$ cat src/bbsr_pkg.sv
`timescale 1ns / 1ps
// ----------------------------------------------------------------------------
// bbsr_pkg
// Shared types, constants and the charge word function of the bit-banged
// battery slot responder.
// ----------------------------------------------------------------------------
package bbsr_pkg;

  localparam int CMD_WRITE_BITS_DEF = 16;
  localparam int RESP_BYTES_DEF     = 32;

  localparam logic [7:0]  DIR_REG_OFFSET = 8'h14;
  localparam int          PIN_BIT        = 9;
  localparam logic [1:0]  PIN_BANK       = 2'd2;
  localparam logic [9:0]  PIN_WORD       = 10'h200;
  localparam logic [12:0] FULL_LEVEL     = 13'd4200;
  localparam logic [12:0] EMPTY_LEVEL    = 13'd210;
  localparam logic [6:0]  FILL_CAP       = 7'd100;

  localparam logic MODE_DIR_WRITE  = 1'b0;
  localparam logic MODE_LEVEL_READ = 1'b1;

  typedef struct packed {
    logic        mode;
    logic [7:0]  write_offset;
    logic [31:0] write_value;
    logic [1:0]  read_bank;
  } bbsr_req_t;

  // level = 210 + fill*3990/100 = 210 + 40*fill - ceil(fill/10), fill <= 100
  function automatic logic [14:0] charge_word(input logic [6:0] fill_in);
    logic [6:0]  f;
    logic [14:0] prod;
    logic [12:0] lvl;
    f    = (fill_in > FILL_CAP) ? FILL_CAP : fill_in;
    prod = ({8'd0, f} + 15'd9) * 15'd205;
    lvl  = EMPTY_LEVEL + ({6'd0, f} * 13'd40) - 13'(prod >> 11);
    return {lvl, 2'b00};
  endfunction

endpackage

$ cat src/bitbang_battery_slot_responder_unit.sv
`timescale 1ns / 1ps
// ----------------------------------------------------------------------------
// bitbang_battery_slot_responder_unit
// Single-wire battery slave that follows a host bit-banging its GPIO pin.
//
// Requests come in on in_* (valid/stall): mode 0 is a direction register
// write, mode 1 a pin level read. Writes give no result; each read gives one
// result on out_* carrying read_word (0x200 when the pin is driven high).
// cfg_we/cfg_wdata load the fill percentage; write it only while idle.
// A request is registered in the input register, then processed into the
// result register. One request per cycle is taken sustained while no read
// waits on a stalled result; the slot update between the input and result
// registers is combinational. When out_stall is high the result holds
// and reads back up; a write at the head still passes. Synchronous reset (rst_n
// low) clears all slot state, the fill percentage and both valid flags.
// ----------------------------------------------------------------------------
module bitbang_battery_slot_responder_unit
  import bbsr_pkg::*;
#(
  parameter int CMD_WRITE_BITS = CMD_WRITE_BITS_DEF,
  parameter int RESP_BYTES     = RESP_BYTES_DEF
) (
  input  logic        clk,
  input  logic        rst_n,
  input  logic        cfg_we,
  input  logic [6:0]  cfg_wdata,
  input  logic        in_valid,
  output logic        in_stall,
  input  logic        in_mode,
  input  logic [7:0]  in_write_offset,
  input  logic [31:0] in_write_value,
  input  logic [1:0]  in_read_bank,
  output logic        out_valid,
  input  logic        out_stall,
  output logic [9:0]  out_read_word
);

  logic [6:0] fill_r;
  logic       out_valid_r;
  logic [9:0] out_word_r;
  bbsr_req_t  req_in;
  bbsr_req_t  req;
  logic       req_valid;
  logic       out_free;
  logic       consume;
  logic       emit;
  logic [9:0] word;

  assign req_in = '{mode: in_mode, write_offset: in_write_offset,
                    write_value: in_write_value, read_bank: in_read_bank};

  assign out_free = !out_valid_r || !out_stall;
  assign consume  = req_valid && (req.mode == MODE_DIR_WRITE || out_free);
  assign emit     = consume && req.mode == MODE_LEVEL_READ;

  bbsr_in_reg u_in_reg (
    .clk       (clk),
    .rst_n     (rst_n),
    .in_valid  (in_valid),
    .in_stall  (in_stall),
    .req_in    (req_in),
    .consume   (consume),
    .req_valid (req_valid),
    .req_out   (req)
  );

  bbsr_slot_core #(
    .CMD_WRITE_BITS (CMD_WRITE_BITS),
    .RESP_BYTES     (RESP_BYTES)
  ) u_core (
    .clk          (clk),
    .rst_n        (rst_n),
    .fire         (consume),
    .req          (req),
    .fill_percent (fill_r),
    .read_word    (word)
  );

  always_ff @(posedge clk) begin
    if (!rst_n) begin
      fill_r      <= 7'd0;
      out_valid_r <= 1'b0;
    end else begin
      if (cfg_we) begin
        fill_r <= cfg_wdata;
      end
      if (emit) begin
        out_valid_r <= 1'b1;
      end else if (!out_stall) begin
        out_valid_r <= 1'b0;
      end
    end
  end

  always_ff @(posedge clk) begin
    if (emit) begin
      out_word_r <= word;
    end
  end

  assign out_valid     = out_valid_r;
  assign out_read_word = out_word_r;

endmodule

$ cat src/bbsr_in_reg.sv
`timescale 1ns / 1ps
// ----------------------------------------------------------------------------
// bbsr_in_reg
// Input request register. Holds one request until the core consumes it.
// ----------------------------------------------------------------------------
module bbsr_in_reg
  import bbsr_pkg::*;
(
  input  logic      clk,
  input  logic      rst_n,
  input  logic      in_valid,
  output logic      in_stall,
  input  bbsr_req_t req_in,
  input  logic      consume,
  output logic      req_valid,
  output bbsr_req_t req_out
);

  logic      valid_r;
  logic      valid_nxt;
  bbsr_req_t req_r;
  logic      load;

  assign in_stall  = valid_r && !consume;
  assign load      = in_valid && !in_stall;
  assign valid_nxt = load || (valid_r && !consume);

  always_ff @(posedge clk) begin
    if (!rst_n) begin
      valid_r <= 1'b0;
    end else begin
      valid_r <= valid_nxt;
    end
  end

  always_ff @(posedge clk) begin
    if (load) begin
      req_r <= req_in;
    end
  end

  assign req_valid = valid_r;
  assign req_out   = req_r;

endmodule

$ cat src/bbsr_slot_core.sv
`timescale 1ns / 1ps
// ----------------------------------------------------------------------------
// bbsr_slot_core
// Slot framing, write bit counting and response bit serving.
// ----------------------------------------------------------------------------
module bbsr_slot_core
  import bbsr_pkg::*;
#(
  parameter int CMD_WRITE_BITS = CMD_WRITE_BITS_DEF,
  parameter int RESP_BYTES     = RESP_BYTES_DEF
) (
  input  logic       clk,
  input  logic       rst_n,
  input  logic       fire,
  input  bbsr_req_t  req,
  input  logic [6:0] fill_percent,
  output logic [9:0] read_word
);

  localparam int CNT_W     = $clog2(CMD_WRITE_BITS + 1);
  localparam int RESP_BITS = 8 * RESP_BYTES;
  localparam int IDX_W     = $clog2(RESP_BITS + 1);
  localparam logic [CNT_W-1:0] CNT_MAX  = CNT_W'(CMD_WRITE_BITS);
  localparam logic [IDX_W-1:0] IDX_MAX  = IDX_W'(RESP_BITS);
  localparam logic [IDX_W-1:0] BYTE_0   = IDX_W'(0);
  localparam logic [IDX_W-1:0] BYTE_1   = IDX_W'(1);
  localparam logic [IDX_W-1:0] BYTE_4   = IDX_W'(4);
  localparam logic [IDX_W-1:0] BYTE_5   = IDX_W'(5);

  logic             pin_out_r,  pin_out_nxt;
  logic             armed_r,    armed_nxt;
  logic             last_rd_r,  last_rd_nxt;
  logic             serving_r,  serving_nxt;
  logic [CNT_W-1:0] wr_cnt_r,   wr_cnt_nxt;
  logic [IDX_W-1:0] idx_r,      idx_nxt;
  logic [14:0]      cw_r,       cw_nxt;

  logic             dir_out;
  logic [IDX_W-1:0] idx_cur;
  logic [IDX_W-1:0] byte_sel;
  logic [7:0]       byte_val;
  logic [CNT_W-1:0] cnt_base;

  assign dir_out  = req.write_value[PIN_BIT];
  assign idx_cur  = serving_r ? idx_r : '0;
  assign byte_sel = idx_cur >> 3;

  always_comb begin
    byte_val = 8'd0;
    if (byte_sel == BYTE_0) begin
      byte_val = FULL_LEVEL[12:8] == 5'd0 ? 8'd0 : {3'd0, FULL_LEVEL[12:8]};
    end else if (byte_sel == BYTE_1) begin
      byte_val = FULL_LEVEL[7:0];
    end else if (byte_sel == BYTE_4) begin
      byte_val = {1'b0, cw_r[14:8]};
    end else if (byte_sel == BYTE_5) begin
      byte_val = cw_r[7:0];
    end
  end

  always_comb begin
    pin_out_nxt = pin_out_r;
    armed_nxt   = armed_r;
    last_rd_nxt = last_rd_r;
    serving_nxt = serving_r;
    wr_cnt_nxt  = wr_cnt_r;
    idx_nxt     = idx_r;
    cw_nxt      = cw_r;
    cnt_base    = wr_cnt_r;
    read_word   = 10'd0;
    if (fire && req.mode == MODE_DIR_WRITE) begin
      if (req.write_offset == DIR_REG_OFFSET) begin
        if (dir_out && !pin_out_r) begin
          if (armed_r) begin
            if (last_rd_r) begin
              cnt_base    = '0;
              serving_nxt = 1'b0;
              idx_nxt     = '0;
              last_rd_nxt = 1'b0;
            end
            wr_cnt_nxt = (cnt_base < CNT_MAX) ? cnt_base + 1'b1 : cnt_base;
            armed_nxt  = 1'b0;
          end
          pin_out_nxt = 1'b1;
        end else if (!dir_out && pin_out_r) begin
          armed_nxt   = 1'b1;
          pin_out_nxt = 1'b0;
        end
      end
    end else if (fire && req.mode == MODE_LEVEL_READ) begin
      if (req.read_bank == PIN_BANK && armed_r) begin
        armed_nxt   = 1'b0;
        last_rd_nxt = 1'b1;
        if (wr_cnt_r >= CNT_MAX) begin
          if (!serving_r) begin
            serving_nxt = 1'b1;
            cw_nxt      = charge_word(fill_percent);
          end
          idx_nxt = idx_cur;
          if (idx_cur < IDX_MAX) begin
            read_word = byte_val[idx_cur[2:0]] ? PIN_WORD : 10'd0;
            idx_nxt   = idx_cur + 1'b1;
          end
        end
      end
    end
  end

  always_ff @(posedge clk) begin
    if (!rst_n) begin
      pin_out_r <= 1'b0;
      armed_r   <= 1'b0;
      last_rd_r <= 1'b0;
      serving_r <= 1'b0;
      wr_cnt_r  <= '0;
      idx_r     <= '0;
      cw_r      <= '0;
    end else begin
      pin_out_r <= pin_out_nxt;
      armed_r   <= armed_nxt;
      last_rd_r <= last_rd_nxt;
      serving_r <= serving_nxt;
      wr_cnt_r  <= wr_cnt_nxt;
      idx_r     <= idx_nxt;
      cw_r      <= cw_nxt;
    end
  end

  a_cnt_sat: assert property (@(posedge clk) disable iff (!rst_n) wr_cnt_r <= CNT_MAX)
    else $error("write bit count above threshold");
  a_idx_max: assert property (@(posedge clk) disable iff (!rst_n) idx_r <= IDX_MAX)
    else $error("response index past end");
  a_serve_cnt: assert property (@(posedge clk) disable iff (!rst_n)
      serving_r |-> wr_cnt_r == CNT_MAX)
    else $error("serving before command complete");
  a_armed_in: assert property (@(posedge clk) disable iff (!rst_n)
      armed_r |-> !pin_out_r)
    else $error("slot armed while pin is output");
  a_reset: assert property (@(posedge clk) !rst_n |=> (!armed_r && !serving_r && idx_r == '0))
    else $error("state not cleared by reset");

endmodule
$ cat config.mk
export PLATFORM = sky130hd
export DESIGN_NAME = bitbang_battery_slot_responder_unit
export DESIGN_NICKNAME = d
export VERILOG_FILES = /design/src/bbsr_pkg.sv /design/src/bitbang_battery_slot_responder_unit.sv /design/src/bbsr_in_reg.sv /design/src/bbsr_slot_core.sv
export SDC_FILE = /design/constraint.sdc
export NUM_CORES = 1
export LEC_CHECK = 0
export ABC_AREA = 0
export BUFFER_PORTS_ARGS = -buffer_cell sky130_fd_sc_hd__buf_2
export CAP_MARGIN = 20
export CORE_ASPECT_RATIO = 1.5
export CORE_MARGIN = 10
export CORE_UTILIZATION = 40
export CTS_CLUSTER_DIAMETER = 80
export DETAILED_ROUTE_END_ITERATION = 7
export GPL_TIMING_DRIVEN = 0
export SYNTH_ARGS = -nofsm -noshare
export SYNTH_HDL_FRONTEND = slang
export SYNTH_SLANG_ARGS = --single-unit
export TNS_END_PERCENT = 100
$ cat constraint.sdc
create_clock -name clk -period 8.1 [get_ports clk]
set_input_delay 0.81 -clock clk [delete_from_list [all_inputs] [get_ports clk]]
set_output_delay 0.81 -clock clk [all_outputs]
set_load 0.1 [all_outputs]
==> results.ini <==
[outcome]
outcome=completed

[clocking]
numCtsBuffers=5
path_clk_slew_ns=0.07
htree_levels=2
cts_resized=0
cts_tree=yes
insertion_delay_ns=0.29
cts_setup_buffers=0
cts_buffer_depth=2
clockRootBuffer=clkbuf_16
holdBufCountCts=0
clkSinkCount=53

[detailed_routing]
wl_per_cell_um=14.5
drt_wl_total_um=9900
drcViolationCount=0
ant_nets=0
vias=3567
firstDrtPassIters=8
drt_iter0_drc=138
vias_per_cell=5.21

[logic_synthesis]
synth-compound-area-share_pct=16.1
synth_edf_count=13
syn_area_um2=4420
synth.distinct_cells=68
synth.area.mux_share_pct=3.65
synthArstFlopShare_pct=0
ys_ff_latch=53
synth_top_family_by_area=adder cells
yosys.area_share.simple_pct=18.7
synthAdderAreaFrac_pct=22.6
yosysTopAreaCell=dfxtp_1
synth_flop_cell=dfxtp_1
seq_area_frac_synth_pct=27.0
yosysTopAreaCellShare_pct=18.1
syn-instance-count=497
synth_xor_area_share_pct=4.16
synth_warnings=0
syn_avg_cell_area_um2=8.89
synth_area_leaders=dfxtp_1, ha_1, edfxtp_1

[setup_path]
worst-path-buf-inv=6
required_ns=8.31
r2r_end=u_core.cw_r[13]
reg2reg_from=fill_r[6]
critPathKind=reg2reg
slowest_delay_ns=0.54
worstPathArrival_ns=7.56
worstPathMaxFanout=10
cp_common_cell=inv_1
rrSetupSlack_ns=0.75
slowest_stage=fa_1
r2r_cells=29
critPathTopFamily=adder cells
startpoint_type=flip-flop
cp-end-kind=flip-flop

[layout]
multi_input_area_um2=2930
seqCellArea_um2=1190
fill_cells=1099
synthToLayoutAreaGrowth_pct=11.1
drive_gt1_share_pct=11.6
final_nets=667
diodes=0

[flow_run]
max_cap_viol_count=0

[sta]
maxSlewViolCount=0
worstMarginPinSlew_ns=1.01
finalSetupViolCount=0
hold_viol=0
timing.setup.tns_ns=0
relSlewSlack_pct=32.4
rsz0062_at_grt=no
max_freq_mhz=136
post-route-period-util_pct=90.7
clock-skew-final_ns=0.00429
min_period_ns=7.35

[die]
die_h_um=149
die-area_um2=15700
die_w_um=106
coreArea_um2=10700
io_pins=67
rows=46
start_util_pct=41.3

[power]
power_frac_clock_pct=25.2
p_comb_share_pct=41.5
power_density_nw_per_um2=173
peakVddDrop_mv=0.115
switching_share_pct=36.3
p_sw_uw=308
p_int_uw=541
p_total_uw=849
power.share.sequential_pct=33.3
p_leak_uw=0.00214

[hold_path]
hold_start=u_core.cw_r[2]
hold_depth=2
hold_class=reg2reg
min_delay_worst_endpoint=u_core.cw_r[2]

[placement]
gp_congestion=0.884
io_buffers=24
hpwl_um=8230

[global_routing]
overflow=0
grt_pass1_wl_um=16900
grt_pass1_vias=3665
antenna_found_initial=0
gr-usage-all-layers_pct=12.8
grt_max_degree=18

==> cell families after synthesis <==
family,count (synthesis)
compound gates,110
xor+xnor,21
fa+ha+maj,72
buf+inv,75
flops,53
mux,16
other cells,1
simple gates,149
==> stage by stage <==
step | util, % | cell area [µm²] | hold slack [ns] | instances | setup slack, ns
finish | 45.8 | 4910 | 0.474 | 685 | 0.753
global route | 45.8 | 4910 | 0.493 | 685 | 0.155
CTS | 45.8 | 4910 | 0.474 | 685 | 0.667
detailed placement | 44.5 | 4760 | 0.463 | 677 | 0.706
global placement | 44.5 | 4760 | 0.455 | 677 | 0.809
floorplan | - | 4460 | 0.446 | 509 | 1.61
==> cell usage in the layout, fill, tap and decap left out, drive strengths merged, types with 7 or more instances in the layout <==
master | synthesis | layout
a211oi | 8 | 8
a21oi | 35 | 35
buf | 17 | 41
clkbuf | 10 | 15
conb | 1 | 13
dfxtp | 40 | 40
edfxtp | 13 | 13
fa | 13 | 13
ha | 59 | 59
inv | 47 | 48
mux2i | 15 | 15
nand2 | 32 | 32
nand3 | 10 | 10
nand4 | 7 | 7
nor2 | 41 | 41
nor2b | 10 | 10
nor3 | 10 | 10
o21ai | 27 | 27
xnor2 | 14 | 14
xor2 | 7 | 7
==> routing by layer <==
metal / up-vias / part of all wire, % / GRT usage (%)
met5: - / 0 / 0
met3: 10 / 1.7 / 1.21
met4: 0 / 1.5 / 4.08
met1: 1681 / 40 / 13.3
li1: 1830 / - / -
met2: 46 / 57 / 25.6
==> state kept, by name, indices dropped and copies added, names as in the netlist <==
name                count
u_core.last_rd_r        1
u_core.wr_cnt_r         5
u_core.cw_r            13
u_core.idx_r            9
u_in_reg.req_valid      1
u_core.serving_r        1
u_core.armed_r          1
out_valid               1
u_core.pin_out_r        1
u_in_reg.req_out       12
out_read_word           1
fill_r                  7
==> worst min-delay path, stage by stage (launching register included) <==
cell and delay, ns:
dfxtp_1 0.31, nand2_1 0.05, o22ai_1 0.06
==> Yosys cell counts, drive strengths merged (3+ instances only) <==
library cell / count
and2: 3
nand3b: 3
or3: 4
a211oi: 8
nand2b: 6
buf: 17
edfxtp: 13
nor2: 41
a31oi: 3
ha: 59
o211ai: 3
nand4: 7
fa: 13
mux2i: 15
clkbuf: 10
nor4b: 3
a21boi: 3
o21ai: 27
nor2b: 10
a31o: 3
dfxtp: 40
nor3: 10
inv: 47
xnor2: 14
a21oi: 35
nand3: 10
xor2: 7
nor3b: 4
nand2: 32
or2: 3
==> power groups by stage <==
stage	clock network, µW	registers, µW	logic (µW)
after floorplan	0	289	281
after global placement	0	289	348
after detailed placement	0	289	357
after CTS	219	283	360
after global routing	226	284	410
final	214	283	352
==> area by class of cell <==
type                    instances  share of cell area (%)
clock buffers                   5                    2.55
well taps                     144                    3.67
plain buffers                  27                    3.24
repair buffers                 24                    2.45
multi-input cells             381                    59.7
flip-flops and latches         53                    24.3
inverters                      48                    3.67
clock inverters                 3                   0.408
==> how the worst max path moves through the flow <==
stage | from | endpoint | slack (ns) | cells after the start
after floorplan | fill_r[6] | u_core.cw_r[13] | 1.61 | 29
after global placement | fill_r[6] | u_core.cw_r[13] | 0.81 | 29
after detailed placement | fill_r[6] | u_core.cw_r[13] | 0.71 | 29
after CTS | fill_r[6] | u_core.cw_r[13] | 0.67 | 29
after global routing | fill_r[6] | u_core.cw_r[12] | 0.16 | 29
final | fill_r[6] | u_core.cw_r[13] | 0.75 | 29
(Power assumes the default switching activity.)
